--- src/rtl/core/parl_pkg.sv ---
package parl_pkg;

    localparam int TableEntries = 64;
    localparam int IdxW = (TableEntries > 1) ? $clog2(TableEntries) : 1;
    localparam int QueueDepth = 2;

    localparam logic [2:0] CFG_WINDOW = 3'd0;
    localparam logic [2:0] CFG_BURST = 3'd1;
    localparam logic [2:0] CFG_FAST_GAP = 3'd2;
    localparam logic [2:0] CFG_BLOCK = 3'd3;
    localparam logic [2:0] CFG_EXTEND = 3'd4;

    typedef struct packed {
        logic [63:0] address_high;
        logic [63:0] address_low;
        logic [63:0] now_ms;
    } req_t;

    typedef struct packed {
        logic [15:0] window_ms;
        logic [3:0]  burst_limit;
        logic [15:0] fast_gap_ms;
        logic [15:0] block_ms;
        logic [15:0] extend_ms;
    } cfg_t;

    typedef struct packed {
        logic [63:0] last_time;
        logic [63:0] block_until;
        logic [3:0]  count;
    } rec_t;

    typedef enum logic [2:0] {
        ST_IDLE,
        ST_SCAN,
        ST_WAIT,
        ST_DECIDE,
        ST_OUT
    } state_t;

    function automatic logic [63:0] sat_add(input logic [63:0] a, input logic [15:0] b);
        logic [64:0] s;
        s = {1'b0, a} + {49'd0, b};
        return s[64] ? {64{1'b1}} : s[63:0];
    endfunction

endpackage

--- src/rtl/core/parl_front.sv ---
module parl_front (
    input  logic           clk,
    input  logic           rst_n,
    input  logic           s_tvalid,
    output logic           s_tready,
    input  parl_pkg::req_t s_req,
    output logic           q_valid,
    input  logic           q_pop,
    output parl_pkg::req_t q_req
);

    parl_pkg::req_t       buf_reg [parl_pkg::QueueDepth];
    logic [0:0]           wp_reg, rp_reg;
    logic [1:0]           cnt_reg;
    logic                 push;

    assign s_tready = (cnt_reg != 2'(parl_pkg::QueueDepth));
    assign push = s_tvalid && s_tready;
    assign q_valid = (cnt_reg != 2'd0);
    assign q_req = buf_reg[rp_reg];

    always_ff @(posedge clk)
    begin
        if (push)
        begin
            buf_reg[wp_reg] <= s_req;
        end
    end

    always_ff @(posedge clk or negedge rst_n)
    begin
        if (!rst_n)
        begin
            wp_reg <= '0;
            rp_reg <= '0;
            cnt_reg <= '0;
        end
        else
        begin
            if (push)
            begin
                wp_reg <= wp_reg + 1'b1;
            end
            if (q_pop)
            begin
                rp_reg <= rp_reg + 1'b1;
            end
            cnt_reg <= cnt_reg + {1'b0, push} - {1'b0, q_pop};
        end
    end

endmodule

--- config.mk ---
export PLATFORM = sky130hd
export DESIGN_NAME = parl_front
export DESIGN_NICKNAME = d
export VERILOG_FILES = /design/src/rtl/core/parl_pkg.sv /design/src/rtl/core/parl_front.sv
export SDC_FILE = /design/constraint.sdc
export NUM_CORES = 1
export LEC_CHECK = 0
export BUFFER_PORTS_ARGS = -buffer_cell sky130_fd_sc_hd__buf_2
export CORE_UTILIZATION = 42
export CTS_CLUSTER_DIAMETER = 50
export DETAILED_ROUTE_END_ITERATION = 8
export MAX_ROUTING_LAYER = met4
export PLACE_DENSITY = 0.66
export SLEW_MARGIN = 20
export SYNTH_ARGS = -nofsm -noshare
export SYNTH_HDL_FRONTEND = slang
export SYNTH_SLANG_ARGS = --single-unit
--- constraint.sdc ---
create_clock -name clk -period 11.9 [get_ports clk]
set_input_delay 1.19 -clock clk [delete_from_list [all_inputs] [get_ports clk]]
set_output_delay 1.19 -clock clk [all_outputs]
set_load 0.02 [all_outputs]
# Yosys cells after proc, flatten, opt, wreduce, memory -nomap -nowiden
# Memories as Yosys holds them, arrays and structs flattened.
# Index checks and enable logic that the tools add are counted.
[op_classes] add_sub_neg=4 n_eq_ne=1 n_mux=2 reduce_logical=2
[ops] operator="$add 1x1->1 const B" n=2
[ops] operator="$add 2x1->2" n=1
[ops] operator="$mux 1" n=2
[ops] operator="$ne 2x2->1 const B" n=1
[ops] operator="$reduce_bool 2->1" n=1
[ops] operator="$sub 2x1->2" n=1
[ops] operator="$logic_and 1x1->1" n=1
[word_totals] reg_bits=4 mem_bits_rw=384 input_bits=196 out_inout_bits=194 wordCells=13 n_memories=1
[memory_table] name="buf_reg" depth=2 width=192 rd=1 rd_ports_with_merged_regs=0 write_ports=1 line_no="parl_front.sv:12" text="parl_pkg::req_t buf_reg [parl_pkg::QueueDepth];"

# Longest topological paths before layout
# Gate-level depths: netlist of the first run.
[depth] ltp_word=4 ltp_mapped=5 depth_no_buf=5

# Least setup slack after synthesis of the first run
# No wires, ideal clock.
[synth_timing] kind="in2reg" start="in s_tvalid" end="mem buf_reg[0][0] (netlist name), enable pin" setup_time_ps=748 arrival_time_ps=9262 required_ps=11152 slack_ps=1890 stages=2 path_buffers=0 path_cell_list="nand2_1 nor2_1"
[synth_between] elab_chain_len=3
[synth_rtl] element="start: declaration" line_no="parl_front.sv:4" text="input logic s_tvalid,"
[synth_rtl] element="$logic_and 1x1->1" line_no="parl_front.sv:18" text="assign push = s_tvalid && s_tready;"
[synth_rtl] element="$mux 1" line_no="parl_front.sv:24" text="if (push)"
[synth_rtl] element="$mux 1 (not written as such)" line_no="parl_front.sv:26" text="buf_reg[wp_reg] <= s_req;"
[synth_rtl] element="end: declaration" line_no="parl_front.sv:12"
# Every way passes these cells.

==> impl_metrics.tcl, run 1 <==
set metrics [dict create \
    netSwitchingFraction 0.321 \
    period_needed_ns 4.28 \
    finalMaxSlewViolations 0 \
    cts.sinks 388 \
    tightestPinTransition_ns 1.08 \
    yosysWarnings 0 \
    crit_path_start_kind "flop" \
    grt_pass1_wl_um 41100 \
    clock_path_buffers 3 \
    ir_drop_mv 0.184 \
    cp-end-kind "primary output" \
    antenna_found_initial 8 \
    layout.nets 1230 \
    syn-num-nets 811 \
    fin_setup_tns_ns 0 \
    layout-drive-gt1-share 0.612 \
    gp_congestion 0.738 \
    use_met3 0.0560 \
    die_area_um2 34200 \
    io_pins 390 \
    rsz0062_at_grt "false" \
    finalSetupViolCount 0 \
    vias_per_cell 4.76 \
    yosys_register_bits 388 \
    seqPwrFrac 0.423 \
    fin_crit_sh 0.360 \
    setup_ws_ns 7.62 \
    combPwrFrac 0.308 \
    syn_inst 614 \
    whs_ns 0.448 \
    clock_latency_ns 0.54 \
    post_cts_buffers 0 \
    critPathKind "reg -> out" \
    grt_max_degree 77 \
    path_max_fanout 71 \
    die_width_um 185 \
    synth_area_um2 14100 \
    ys_seq_area_frac 0.827 \
    initial_core_util 0.429 \
    power_switching_mw 1.50 \
    final_antenna_net_count 0 \
    grt_use_met1 0.194 \
    largest_reg_flops 384 \
    core_um2 32800 \
    worstHoldPathType "in -> async" \
    place.detailed.hpwl_um 18800 \
    grt_usage 0.165 \
    drc 0 \
    finalHoldViolCount 0 \
    root_buffer "clkbuf_16" \
    use_met2 0.265 \
    run_status "finished, final reports clean" \
    fp.dieH_um 185 \
    cap_violations 0 \
    vias 7205 \
    routedWlPerCell_um 18.7 \
    drt_iter0_markers 265 \
    yosysUniqueCellTypes 17 \
    p_int_mw 3.17 \
    wirelength_um 28400 \
    area_growth_syn_to_layout_pct 26.8 \
    p_leak_nw 6.63 \
    clock.fmax_mhz 233 \
    htreeDepth 2 \
    grt_pass1_vias 7583 \
    hold_buffers 0 \
    cp.required_ns 10.71 \
    top_usage_layer "met2" \
    cp.arrival_ns 3.09 \
    grt_overflow 0 \
    clkTransAtPathRegs_ns 0.06 \
    io_buffers 389 \
    first_pass_iters 4 \
    cts_resized 0 \
    final_cell_mix "389 x buf_2, 384 x edfxtp_1, 192 x mux2_2, 43 x clkbuf_16, 9 x clkbuf_1" \
    cts_inserted_buffers 42 \
    slew-limit-headroom 0.280 \
    power_density_nw_per_um2 262 \
    pre_cts_slack_ns 8.12 \
    power_frac_clock 0.269 \
    final_common_cell "buf_2" \
    std_cell_rows 66 \
    fin_skew_ns 0.0268 \
    avgSynthCellArea_um2 22.9 \
    cts_tree "done" \
]
[final timing paths]
kind,start,end,slack [ns],cells past startpoint
max,rp_reg$_DFFE_PN0P_,q_req[54],7.62,3
min,rst_n,wp_reg$_DFFE_PN0P_,0.45,1
max reg2reg,cnt_reg[0]$_DFF_PN0_,buf_reg[0][144]$_DFFE_PP_,8.94,5
min reg2reg,wp_reg$_DFFE_PN0P_,wp_reg$_DFFE_PN0P_,0.56,1
max in group asynchronous,rst_n,rp_reg$_DFFE_PN0P_,11.31,1
min in group clk,wp_reg$_DFFE_PN0P_,wp_reg$_DFFE_PN0P_,0.56,1
[power groups by stage]
stage                     logic [mW]  clock network [mW]  registers [mW]
after floorplan                 1.05                   0            2.03
after global placement          1.46                   0            1.99
after detailed placement        1.46                   0            2.01
after CTS                       1.47                1.29            1.98
after global routing            1.54                1.34            2.01
final                           1.44                1.25            1.97
[cell type report]
class	instances	area, µm²
fill	2608	14900
multi-input combinational	205	2270
tap	442	553
timing repair buffer	396	2000
sequential	388	11600
antenna	8	20.0
clock inverter	24	249
clock buffer	52	1110
[critical path, cell delays in order, from the launching register on]
cell	delay, ns
dfrtp_4	1.00
buf_4	0.86
mux2_2	0.43
buf_2	0.16
[per-layer routing]
| layer | wire length [µm] | part of all wire |
|---|---|---|
| met1 | 11200 | 0.40 |
| met2 | 13900 | 0.49 |
| met3 | 2630 | 0.093 |
| met4 | 578 | 0.020 |
| met5 | 0 | 0 |
[per-stage QoR]
stage                     utilization  std cells  total power, mW  area (µm²)
after floorplan                     -        614             3.08       14100
after global placement          0.502       1431             3.45       16500
after detailed placement        0.502       1431             3.47       16500
after CTS                       0.543       1507             4.74       17800
after global routing            0.544       1515             4.88       17800
final                           0.544       1515             4.67       17800
[synth_stat cells]
cell	instances	area [µm²]
ha_1	1	12.5
nor3b_1	1	7.51
or2_2	1	6.26
buf_2	2	10.0
buf_4	11	82.6
nand2b_1	1	6.26
nor2_1	1	3.75
and3_1	1	6.26
xor2_1	1	8.76
dfrtp_1	4	100
mux2_2	192	2160
buf_6	8	90.1
edfxtp_1	384	11500
nand2_1	1	3.75
xnor2_1	3	26.3
a21bo_2	1	10.0
a21oi_1	1	5.00
[cells by family (layout without fill, tap and decap cells)]
logic type,count (synthesis),count (layout),share of synthesized area
buffers and inverters,21,472,0.0130
flip-flops,388,388,0.827
AND/OR/NAND/NOR,6,6,0.00240
other,0,8,0
AO/OA/AOI/OAI,2,2,0.00107
multiplexers,192,192,0.154
adder cells (fa/ha/maj),1,1,0.000889
XOR/XNOR,4,4,0.00249
No activity file was read; power rests on OpenSTA's default activity.
==> run 2: changes to the inputs <==
clock period = 4 ns   (was 11.9 ns; I/O delays follow)
==> impl_metrics.tcl, run 2 (synthesis results as in run 1) <==
set metrics [dict create \
    r2r-start "cnt_reg[0]$_DFF_PN0_" \
    vias 7246 \
    core_um2 32800 \
    final_cell_mix "389 x buf_2, 384 x edfxtp_1, 192 x mux2_2, 45 x clkbuf_16, 13 x buf_4" \
    post_cts_buffers 0 \
    critPathKind "reg -> out" \
    fin_setup_tns_ns 0 \
    min_path_cells 1 \
    dp_cells 1442 \
    cts_tree "done" \
    tightestPinTransition_ns 1.02 \
    layout-drive-gt1-share 0.618 \
    rr_worst_depth 4 \
    fin_crit_sh 0.708 \
    slew-limit-headroom 0.317 \
    final_antenna_net_count 0 \
    drc 0 \
    power_density_nw_per_um2 767 \
    htreeDepth 2 \
    finalSetupViolCount 0 \
    initial_core_util 0.429 \
    die_area_um2 34200 \
    gp_congestion 0.781 \
    crit_path_start_kind "flop" \
    clock_path_buffers 3 \
    largest_reg_flops 384 \
    p_leak_nw 6.67 \
    layout.nets 1242 \
    rsz0062_at_grt "false" \
    fp.dieH_um 185 \
    period_needed_ns 2.83 \
    io_pins 390 \
    hold_buffers 1 \
    clock_latency_ns 0.51 \
    io_buffers 389 \
    reg2reg_setup_slack_ns 1.79 \
    crit_slowest_cell "dfrtp_4" \
    clkTransAtPathRegs_ns 0.06 \
    place.detailed.hpwl_um 18900 \
    cts_resized 0 \
    path_buf_inv 2 \
    vias_per_cell 4.76 \
    path_delay_family "flip-flops" \
    grt_max_degree 66 \
    grt_usage 0.161 \
    final_cells 1521 \
    finalMaxSlewViolations 0 \
    clock.fmax_mhz 353 \
    root_buffer "clkbuf_16" \
    place_area_um2 16600 \
    r2r_end "buf_reg[0][190]$_DFFE_PP_" \
    cts.sinks 388 \
    grt_pass1_vias 7485 \
    fin_skew_ns 0.0125 \
    first_pass_iters 4 \
    final_common_cell "buf_2" \
    run_status "finished, final reports clean" \
    cts_inserted_buffers 42 \
    worstHoldPathType "in -> reg" \
    antenna_found_initial 6 \
    hp-start "s_req[120]" \
    wirelength_um 27900 \
    cp-end-kind "primary output" \
    die_width_um 185 \
    worst-path-stages 3 \
    grt_pass1_wl_um 40400 \
    drt_iter0_markers 287 \
    power_mw 13.7 \
    path_max_fanout 65 \
    hold_end "buf_reg[0][120]$_DFFE_PP_" \
    grt_overflow 0 \
    ir_drop_mv 0.511 \
    crit_path_max_incr_delay_ns 0.87 \
    cap_violations 0 \
    crit_chain "buf_12, mux2_2, buf_2" \
    final_area_um2 17900 \
    cp.arrival_ns 2.43 \
    area_growth_syn_to_layout_pct 27.1 \
    std_cell_rows 66 \
    cp.required_ns 3.60 \
    finalHoldViolCount 0 \
    routedWlPerCell_um 18.3 \
]
run 2: cell count changes in the layout (fill, tap and decap cells not counted), moves of 2 or more:
| cell | before | now |
|---|---|---|
| buf_12 | 0 | 5 |
| buf_4 | 7 | 13 |
| bufinv_16 | 4 | 0 |
| clkbuf_16 | 43 | 45 |
| clkinv_1 | 8 | 6 |
| clkinv_8 | 3 | 0 |
| diode_2 | 8 | 6 |
run 2: worst reg2reg max path, stage by stage, from the launching register on:
cell,delay (ns)
dfrtp_1,0.38
nand2b_2,0.16
nand2_2,0.10
nor2_4,0.80
buf_4,0.44
run 2: worst max path at each step:
stage / startpoint / endpoint / slack (ns)
2_1_floorplan: cnt_reg[0]$_DFF_PN0_ / buf_reg[0][0]$_DFFE_PP_ / 0.05
3_3_place_gp: rp_reg$_DFFE_PN0P_ / q_req[28] / 1.68
3_5_place_dp: cnt_reg[0]$_DFF_PN0_ / buf_reg[0][116]$_DFFE_PP_ / 1.67
4_1_cts: rp_reg$_DFFE_PN0P_ / q_req[27] / 1.11
5_1_grt: rp_reg$_DFFE_PN0P_ / q_req[28] / 1.05
6_report: rp_reg$_DFFE_PN0P_ / q_req[111] / 1.17
run 2: through the flow:
step	hold WS, ns	utilization	setup WS, ns
floorplan	0.104	-	0.0451
global placement	0.212	0.507	1.68
detailed placement	0.217	0.507	1.67
CTS	0.0377	0.545	1.11
global route	0.0384	0.546	1.05
finish	0.0689	0.546	1.17
run 2: per-layer routing:
layer,up-vias,global-route usage,wire length (µm)
met5,-,-,0
met4,0,0.0615,588
met3,48,0.0503,2220
met2,266,0.269,14300
met1,3592,0.182,10800
li1,3340,-,-
run 2: cell type report:
type                            instances  area [µm²]
Timing Repair Buffer                  408        2150
Tap cell                              442         553
Sequential cell                       388       11600
Fill cell                            2625       14900
Multi-Input combinational cell        205        2280
Clock buffer                           54        1160
Antenna cell                            6        15.0
Clock inverter                         18        98.8
run 2: power by group:
part / internal (mW) / switching, mW / total, mW / leakage [nW]
clock: 2.04 / 1.46 / 3.50 / 0.621
sequential: 5.55 / 0.280 / 5.83 / 3.62
combinational: 1.72 / 2.67 / 4.39 / 2.44
